--- config.mk ---
export PLATFORM = sky130hd
export DESIGN_NAME = acrm_ctrl
export DESIGN_NICKNAME = d
export VERILOG_FILES = /design/src/sv/acrm_pkg.sv /design/src/sv/acrm_ctrl.sv
export SDC_FILE = /design/constraint.sdc
export NUM_CORES = 1
export LEC_CHECK = 0
export ABC_AREA = 1
export BUFFER_PORTS_ARGS = -buffer_cell sky130_fd_sc_hd__buf_2
export CORE_AREA = 2 2 39 41
export CTS_CLUSTER_SIZE = 30
export DETAILED_ROUTE_END_ITERATION = 6
export DIE_AREA = 0 0 41 43
export GPL_ROUTABILITY_DRIVEN = 0
export MAX_ROUTING_LAYER = met4
export PLACE_DENSITY = 0.42
export SKIP_LAST_GASP = 1
export SYNTH_ARGS = -nofsm -noshare
export SYNTH_HDL_FRONTEND = slang
export SYNTH_SLANG_ARGS = --single-unit
export TNS_END_PERCENT = 20
--- constraint.sdc ---
create_clock -name clk -period 1.1 [get_ports clk]
set_input_delay 0.11 -clock clk [delete_from_list [all_inputs] [get_ports clk]]
set_output_delay 0.11 -clock clk [all_outputs]
set_load 0.02 [all_outputs]
--- src/sv/acrm_pkg.sv ---
// ----------------------------------------------------------------------------
// acrm_pkg: shared types and codes for the admission credit reorder mailbox
// Holds opcode, result kind, status and config codes, beat and command structs and FSM state.
// ----------------------------------------------------------------------------
`default_nettype none
package acrm_pkg;

    typedef enum logic [2:0] {
        OP_ADMIT    = 3'd0,
        OP_COMPLETE = 3'd1,
        OP_RELEASE  = 3'd2,
        OP_DRAIN    = 3'd3,
        OP_CLOSE    = 3'd4
    } opcode_t;

    localparam logic [2:0] KIND_ADMIT     = 3'd0;
    localparam logic [2:0] KIND_COMPLETE  = 3'd1;
    localparam logic [2:0] KIND_RELEASE   = 3'd2;
    localparam logic [2:0] KIND_DELIVER   = 3'd3;
    localparam logic [2:0] KIND_DRAIN_END = 3'd4;
    localparam logic [2:0] KIND_CLOSE     = 3'd5;

    localparam logic [2:0] ST_OK        = 3'd0;
    localparam logic [2:0] ST_REFUSED   = 3'd1;
    localparam logic [2:0] ST_DUPLICATE = 3'd2;
    localparam logic [2:0] ST_WINDOW    = 3'd3;
    localparam logic [2:0] ST_UNDERFLOW = 3'd4;

    localparam logic [2:0] CFG_MAX_ORD_OPS   = 3'd0;
    localparam logic [2:0] CFG_MAX_ORD_BYTES = 3'd1;
    localparam logic [2:0] CFG_MAX_RES_OPS   = 3'd2;
    localparam logic [2:0] CFG_MAX_RES_BYTES = 3'd3;
    localparam logic [2:0] CFG_DRAIN_BATCH   = 3'd4;
    localparam logic [2:0] CFG_WORKERS       = 3'd5;

    typedef struct packed {
        logic [2:0]  opcode;
        logic        lane;
        logic [31:0] byte_cost;
        logic [15:0] sequence_req;
        logic [31:0] payload;
    } req_t;

    typedef struct packed {
        logic [2:0]  kind;
        logic [2:0]  status;
        logic [15:0] out_sequence;
        logic [31:0] out_payload;
        logic        more_pending;
        logic        last;
    } rsp_t;

    typedef enum logic [2:0] {
        S_IDLE,
        S_EXEC,
        S_DRAIN_RD,
        S_DRAIN_WB,
        S_DRAIN_END
    } state_t;

    // Controller -> datapath commands
    typedef struct packed {
        logic capture;     // latch request
        logic exec;        // run single-step op, emit its reply
        logic drain_rd;    // read head slot
        logic drain_wb;    // deliver head slot, advance
        logic drain_end;   // emit drain end beat
    } cmd_t;

    // Datapath -> controller status
    typedef struct packed {
        logic is_drain;
        logic is_valid_op;
        logic head_full;
        logic batch_done;
    } sts_t;

endpackage
`default_nettype wire

--- src/sv/acrm_ctrl.sv ---
// ----------------------------------------------------------------------------
// acrm_ctrl: sequencing state machine
// Steps each command through execute or the drain walk.
// ----------------------------------------------------------------------------
`default_nettype none
module acrm_ctrl
    import acrm_pkg::*;
(
    input  wire logic clk,
    input  wire logic rst_n,
    input  wire logic start,
    output logic      busy,
    input  sts_t      sts,
    output cmd_t      cmd
);

    state_t state_reg, state_next;

    always_ff @(posedge clk or negedge rst_n)
    begin
        if (!rst_n)
            state_reg <= S_IDLE;
        else
            state_reg <= state_next;
    end

    always_comb
    begin
        state_next = state_reg;
        cmd        = '0;
        busy       = (state_reg != S_IDLE);
        case (state_reg)
            S_IDLE:
            begin
                if (start)
                begin
                    cmd.capture = 1'b1;
                    state_next  = S_EXEC;
                end
            end
            S_EXEC:
            begin
                if (sts.is_drain)
                begin
                    if (sts.head_full && !sts.batch_done)
                    begin
                        cmd.drain_rd = 1'b1;
                        state_next   = S_DRAIN_WB;
                    end
                    else
                    begin
                        state_next = S_DRAIN_END;
                    end
                end
                else
                begin
                    cmd.exec   = 1'b1;
                    state_next = S_IDLE;
                end
            end
            S_DRAIN_RD:
            begin
                if (sts.head_full && !sts.batch_done)
                begin
                    cmd.drain_rd = 1'b1;
                    state_next   = S_DRAIN_WB;
                end
                else
                begin
                    state_next = S_DRAIN_END;
                end
            end
            S_DRAIN_WB:
            begin
                cmd.drain_wb = 1'b1;
                state_next   = S_DRAIN_RD;
            end
            S_DRAIN_END:
            begin
                cmd.drain_end = 1'b1;
                state_next    = S_IDLE;
            end
            default:
            begin
                state_next = S_IDLE;
            end
        endcase
    end

    // A delivery write-back always follows a head read
    a_wb_after_rd: assert property (@(posedge clk) disable iff (!rst_n)
        cmd.drain_rd |=> cmd.drain_wb)
        else $error("write-back did not follow head read");

    // Busy is high the cycle after a capture
    a_busy_after_capture: assert property (@(posedge clk) disable iff (!rst_n)
        cmd.capture |=> busy)
        else $error("capture did not raise busy");

    // Only one command at a time
    a_one_cmd: assert property (@(posedge clk) disable iff (!rst_n)
        $onehot0(cmd))
        else $error("several commands at once");

endmodule
`default_nettype wire

; ---- Yosys cells after proc, flatten, opt, wreduce, memory -nomap -nowiden
; Cells that the tools add are included.
; W data, S select, Z words.
[classes]
eq_ne = 5
muxes = 13
reduce_logical = 4
[op_table]
columns = op, n
row1 = $pmux W3 S4, 1
row2 = $mux W3, 3
row3 = $mux W1, 8
row4 = $eq A3 B2 Y1 const B, 2
row5 = $eq A3 B1 Y1 const B, 1
row6 = $eq A3 B3 Y1 const B, 1
row7 = $logic_not A3 Y1, 1
row8 = $reduce_bool A3 Y1, 1
row9 = $ne A2 B2 Y1 const B, 1
row10 = $pmux W1 S2, 1
row11 = $logic_and A1 B1 Y1, 1
row12 = $logic_not A1 Y1, 1
[word_totals]
ff_bits = 3
input_bits = 7
output_inout_bits = 6
wordCells = 23

; ---- Depth between registers and ports, before layout
; Gate-level depths: netlist of the first run.
[depth]
ltp_word = 5
ltp_mapped = 7
depth_no_buf = 7

; ---- Worst setup path after synthesis of the first run
; No wires, ideal clock.
[synth_timing]
path_kind = reg2out
from = reg state_reg[0]
to = out cmd[4] (netlist name)
arrival_ns = 1.060
required_ns = 0.990
path_slack_ns = -0.070
stages_incl_launch_ff = 4
n_path_buf = 0
path_cell_list = dfrtp_1 -> nor2_1 -> nand2_1 -> nor2_1
[synth_rtl]
columns = item, line_no
row1 = from (decl), acrm_ctrl.sv:17  ; state_t state_reg, state_next;
row2 = from (signal assigned), acrm_ctrl.sv:24  ; state_reg <= state_next;
row3 = to (decl), acrm_ctrl.sv:14  ; output cmd_t cmd

==> metrics.txt, run 1 <==
max-slew violations 0; largest fanout on the critical path 4; IO Port Bufs 11; unrepaired setup endpoints after global routing true; Diodes inserted 0; CP Class flip-flop to output port; top cell type's share of synthesized area 35.09%; multi-input logic area around 130 µm²; drc violations 0; Slew headroom ~87%; die area 1763 µm²; asr flop ratio synth 100.0%; Post-Syn Area between 200 and 250 µm²; initial antenna violation count 0; Layout Skew about 0.0012 ns; GRT overflow 0; register area share after synthesis roughly a third; Cells after Synth 33; Pwr Total 922.6 µW; critical path capture point type output port; ANT nets after route 0; dpl cells 60; crit start category flip-flop; Final setup viols 6; Final Cycle Share 114.7%; max FFs per register 3; failing checks negative setup slack; WL final 517 µm; most frequent cells after synthesis 6 x inv_1, 6 x nor2_1, 5 x nand2_1, 3 x dfrtp_1; Yosys reg bits 3; Hold Path Class primary input to flip-flop; CTS Buffer Depth 2; Yosys cell types 12; Final Instance Count excl. Fillers 70; I/O pin total 13; Sink Count 3; Worst-Margin Slew roughly 0.2 ns; Chip Width between 40 and 50 µm; total global-route track usage slightly below 8%; Yosys top cell by area dfrtp_1; fmax 792.7 MHz; largest cells by area after synthesis dfrtp_1 35%, inv_1 11%, nor2_1 11%; min cycle time layout approximately 1.3 ns; TritonCTS clock tree yes; vias in the first global route 252; std cell rows 14; filler cell count approximately 170; Clock Tree Root clkbuf_4; Routed WL per cell approximately 7.4 µm; CP required 0.99 ns; Via density around 3.7; Total Neg Setup Slack -0.5848 ns; Net Count, Synth 40; Fin. Hold Viols 0; pwr/cell area approximately 2400 nW/µm²; CORE AREA 1384 µm²; clk_lat worst skew between 0.2 and 0.25 ns; Final Worst Setup Slack -0.1615 ns; CTS HTree Levels 1; syn_area_per_cell between 6 and 7 µm²; maximum vdd ir drop 0.0005877 V; Pleak 0.2318 nW; die height between 40 and 50 µm; layout cells sized above 1 55.56%; Iter 0 DRT Violations 1; Synth warnings 0; Synth-to-Final Area Change 83.04%; first-pass GRT wire length between 800 and 900 µm; largest net degree at the start of global routing 5; Layout Nets a little over 60; number of flops mapped to enable cells by yosys 0; Main synth FF type dfrtp_1; drt pass-1 iters 4; number of CTS-inserted buffers 3; worst path arrival time around 1.2 ns; Initial Util around 15%; Via Count 260; FF/Latch Area between 70 and 80 µm²; post-DP HPWL 377.7 µm; MaxCap Viol Count 0; Worst-path clk slew 0.04 ns; status complete, but fails checks
what timing repair did:
action	4_1_cts	5_1_grt
buffers inserted	4	1
gates resized for setup	8	0
pin swaps	2	0
hold endpoints to repair	3	0
hold buffers	1	0
gates cloned	0	0
setup endpoints to repair	6	8
placed cells by master (no fill, tap or decap), drive strengths merged:
cell type / netlist / layout
buf: 0 / 16
inv: 8 / 8
nand2: 8 / 8
nor2: 8 / 8
clkbuf: 0 / 4
dfrtp: 3 / 3
nand3: 2 / 2
a21oi: 2 / 2
nor3: 1 / 1
or2: 1 / 1
dlygate4sd3: 0 / 1
through the flow:
stage | cell area (µm²) | setup slack, ns | utilization, % | hold slack, ns
final | 391.6 | -0.1615 | 28.30 | 0.1510
after global routing | 391.6 | -0.2247 | 28.30 | 0.1616
after detailed placement | 291.5 | 0.03089 | 21.07 | -0.09264
after CTS | 384.1 | -0.1617 | 27.76 | 0.1504
after global placement | 291.5 | 0.02578 | 21.07 | -0.09183
after floorplan | 216.5 | 0.007585 | - | -0.1856
worst paths after layout:
check                        startpoint      endpoint  slack (ns)  cells after the start
max                        state_reg[1]        cmd[2]       -0.16                      5
min                              sts[3]  state_reg[2]        0.15                      3
max reg2reg                state_reg[1]  state_reg[0]        0.02                      7
min reg2reg                state_reg[2]  state_reg[0]        0.61                      4
max in group asynchronous         rst_n  state_reg[1]        0.78                      2
min in group asynchronous         rst_n  state_reg[0]        0.20                      2
worst max-delay path, stage by stage, from the launching register on:
cell,delay (ns)
dfrtp_2,0.44
buf_4,0.15
nor2_4,0.10
nand2_4,0.05
nand2_2,0.06
buf_6,0.11
final cells by class:
| cell class | count | area share, % |
|---|---|---|
| Multi-Input combinational cell | 22 | 32.91 |
| Inverter | 8 | 7.668 |
| Clock buffer | 4 | 6.709 |
| Sequential cell | 3 | 19.81 |
| Timing Repair Buffer | 17 | 27.80 |
| Tap cell | 16 | 5.112 |
per-layer routing:
metal / up-vias / share of wire [%] / global-route usage (%)
li1: 137 / - / -
met1: 115 / 34 / 6.472
met2: 6 / 58 / 13.13
met4: 0 / 2.7 / 8.000
met3: 2 / 4.4 / 1.571
met5: - / 0 / -
cells by family (layout without fill, tap and decap cells):
kind of cell           after synthesis  count (layout)  synth area share [%]
DFF                                  3               3                 35.09
buffers and inverters                8              29                 14.04
AOI/OAI and AO/OA                    2               2                 4.679
and+or+nand+nor                     20              20                 46.20
power by group:
group | internal (mW) | switching, mW
Combinational | 0.225 | 0.293
Clock | 0.136 | 0.0569
Sequential | 0.154 | 0.0575
Total | 0.515 | 0.407
(Power assumes the default switching activity.)
==> run 2, diff against run 1 <==
- RECOVER_POWER: default -> 25
==> run 2 against run 1 <==
The flow still finishes with violations (negative setup slack). Clock skew unchanged. Clock power barely moved. Flip-flop and latch count is the same. Wire length unchanged. Global-route usage unchanged. Die area did not move. Hold slack is the same. First-iteration DRC count stayed put. Core utilization shrank 0.090 points.
==> metrics.txt, run 2 (synthesis results as in run 1) <==
status complete, but fails checks (unchanged); failing checks negative setup slack (unchanged); Sink Count 3 (unchanged); worst path arrival time 1.15 ns (about the same); max FFs per register 3 (unchanged); Synth-to-Final Area Change 82.46% (was 83.04%); Gate power share 56.1% (about the same); CORE AREA 1384 µm² (unchanged); vias in the first global route 252 (unchanged); TritonCTS clock tree yes (unchanged); post-route cell area 390.4 µm² (was 391.6 µm²); Iter 0 DRT Violations 1 (unchanged); CTS HTree Levels 1 (unchanged); total global-route track usage 7.938% (unchanged); worst r2r dst state_reg[0] (unchanged); Final Worst Setup Slack -0.1615 ns (unchanged); CP Class flip-flop to output port (unchanged); layout cells sized above 1 53.70% (was 55.56%); Initial Util 15.46% (unchanged); CTS Buffer Depth 2 (unchanged); IO Port Bufs 11 (unchanged); P_int 514.8 µW (was 515.3 µW); reg2reg setup slack 0.02 ns (about the same); ANT nets after route 0 (unchanged); Final setup viols 6 (unchanged); initial antenna violation count 0 (unchanged); Diodes inserted 0 (unchanged); Layout Skew 0.001156 ns (unchanged); placed instance area 291.5 µm² (unchanged); Hold WS 0.1510 ns (unchanged); min cycle time layout 1.261 ns (unchanged); CP required 0.99 ns (about the same); crit start category flip-flop (unchanged); Worst Setup SP state_reg[1] (unchanged); post-DP HPWL 377.7 µm (unchanged); Via Count 260 (unchanged); I/O pin total 13 (unchanged); MaxCap Viol Count 0 (unchanged); fmax 792.7 MHz (unchanged); Flop pwr share 23.0% (about the same); Via density 3.714 (unchanged); most frequent cells in the layout 9 x buf_2, 6 x inv_1, 5 x nand2_1, 5 x buf_4, 4 x nor2_1 (was 10 x buf_2, 6 x inv_1, 5 x nand2_1, 5 x buf_4, 4 x nor2_1); Worst-Margin Slew 0.1984 ns (unchanged); Slew headroom 86.72% (unchanged); Worst-path clk slew 0.04 ns (about the same); Clock power frac 20.9% (about the same); Pleak 0.2290 nW (was 0.2318 nW); unrepaired setup endpoints after global routing true (unchanged); Routed WL per cell 7.386 µm (unchanged); Total Neg Setup Slack -0.5848 ns (about the same); critical path capture point type output port (unchanged); clk_lat worst skew 0.23 ns (about the same); Psw 407.4 µW (was 407.3 µW); hold_sp sts[3] (unchanged); Setup crit end cmd[2] (unchanged); largest fanout on the critical path 4 (unchanged); Final Cycle Share 114.7% (unchanged); Final Instance Count excl. Fillers 70 (unchanged); GRT overflow 0 (unchanged); WL final 517 µm (unchanged); switching part of the total power 44.18% (was 44.15%); Layout Nets 62 (unchanged); number of CTS-inserted buffers 3 (unchanged); Fin. Hold Viols 0 (unchanged); reg-to-reg startpoint state_reg[1] (unchanged); Hold Path Class primary input to flip-flop (unchanged); largest net degree at the start of global routing 5 (unchanged); die height 43 µm (unchanged); pwr/cell area 2362 nW/µm² (was 2356 nW/µm²); Worst R2R Path Depth 7 (unchanged); Clock Tree Root clkbuf_4 (unchanged); max-slew violations 0 (unchanged); std cell rows 14 (unchanged); Chip Width 41 µm (unchanged); Pwr Total 922.2 µW (was 922.6 µW); first-pass GRT wire length 855 µm (unchanged); maximum vdd ir drop 0.0005877 V (about the same); commonest non-fill, non-tap cell in the layout buf_2 (unchanged); drc violations 0 (unchanged); drt pass-1 iters 4 (unchanged); dpl cells 60 (unchanged); die area 1763 µm² (unchanged)
-- run 2: cell count changes in the layout (fill, tap and decap cells not counted) --
cell | before | now
clkbuf_1 | 1 | 2
buf_2 | 10 | 9
-- run 2: final cells by class --
cell class	instances	area, µm²
Clock buffer	4	26.28
Inverter	8	30.03
Sequential cell	3	77.57
Fill cell	167	993.5
Timing Repair Buffer	17	107.6
Multi-Input combinational cell	22	128.9
Tap cell	16	20.02
-- run 2: power groups by stage --
stage	logic [mW]	registers [mW]	clock network [mW]
after global placement	0.406	0.189	0
final	0.517	0.212	0.193
after floorplan	0.302	0.182	0
after detailed placement	0.405	0.188	0
after global routing	0.580	0.220	0.209
after CTS	0.506	0.214	0.206
-- run 2: metrics by stage --
step	utilization, %	worst slack, ns
finish	28.21	-0.1615
global placement	21.07	0.02578
CTS	27.76	-0.1617
floorplan	-	0.007585
global route	28.21	-0.2247
detailed placement	21.07	0.03089
-- run 2: worst max-delay path, cell delays in order (launching register included) --
cell	delay, ns
dfrtp_2	0.44
buf_4	0.15
nor2_4	0.10
nand2_4	0.05
nand2_2	0.06
buf_6	0.11
-- run 2: worst min path at each step --
stage          depth (start not counted)      endpoint
3_5_place_dp                           1  state_reg[1]
3_3_place_gp                           1  state_reg[2]
5_1_grt                                3  state_reg[2]
6_report                               3  state_reg[2]
2_1_floorplan                          0  state_reg[0]
4_1_cts                                3  state_reg[2]
-- run 2: timing repair --
item,in CTS,in global routing
buffers inserted,4,1
endpoints found under the setup margin,6,8
hold buffers,1,0
gates cloned,0,0
pin swaps,2,0
endpoints found under the hold margin,3,0
resized for setup,8,0
-- run 2: layer usage --
metal,GRT usage [%],wire length (µm),up-vias
met4,8.000,14,0
met1,6.472,178,115
met5,-,0,-
met2,13.13,300,6
li1,-,-,137
met3,1.571,23,2
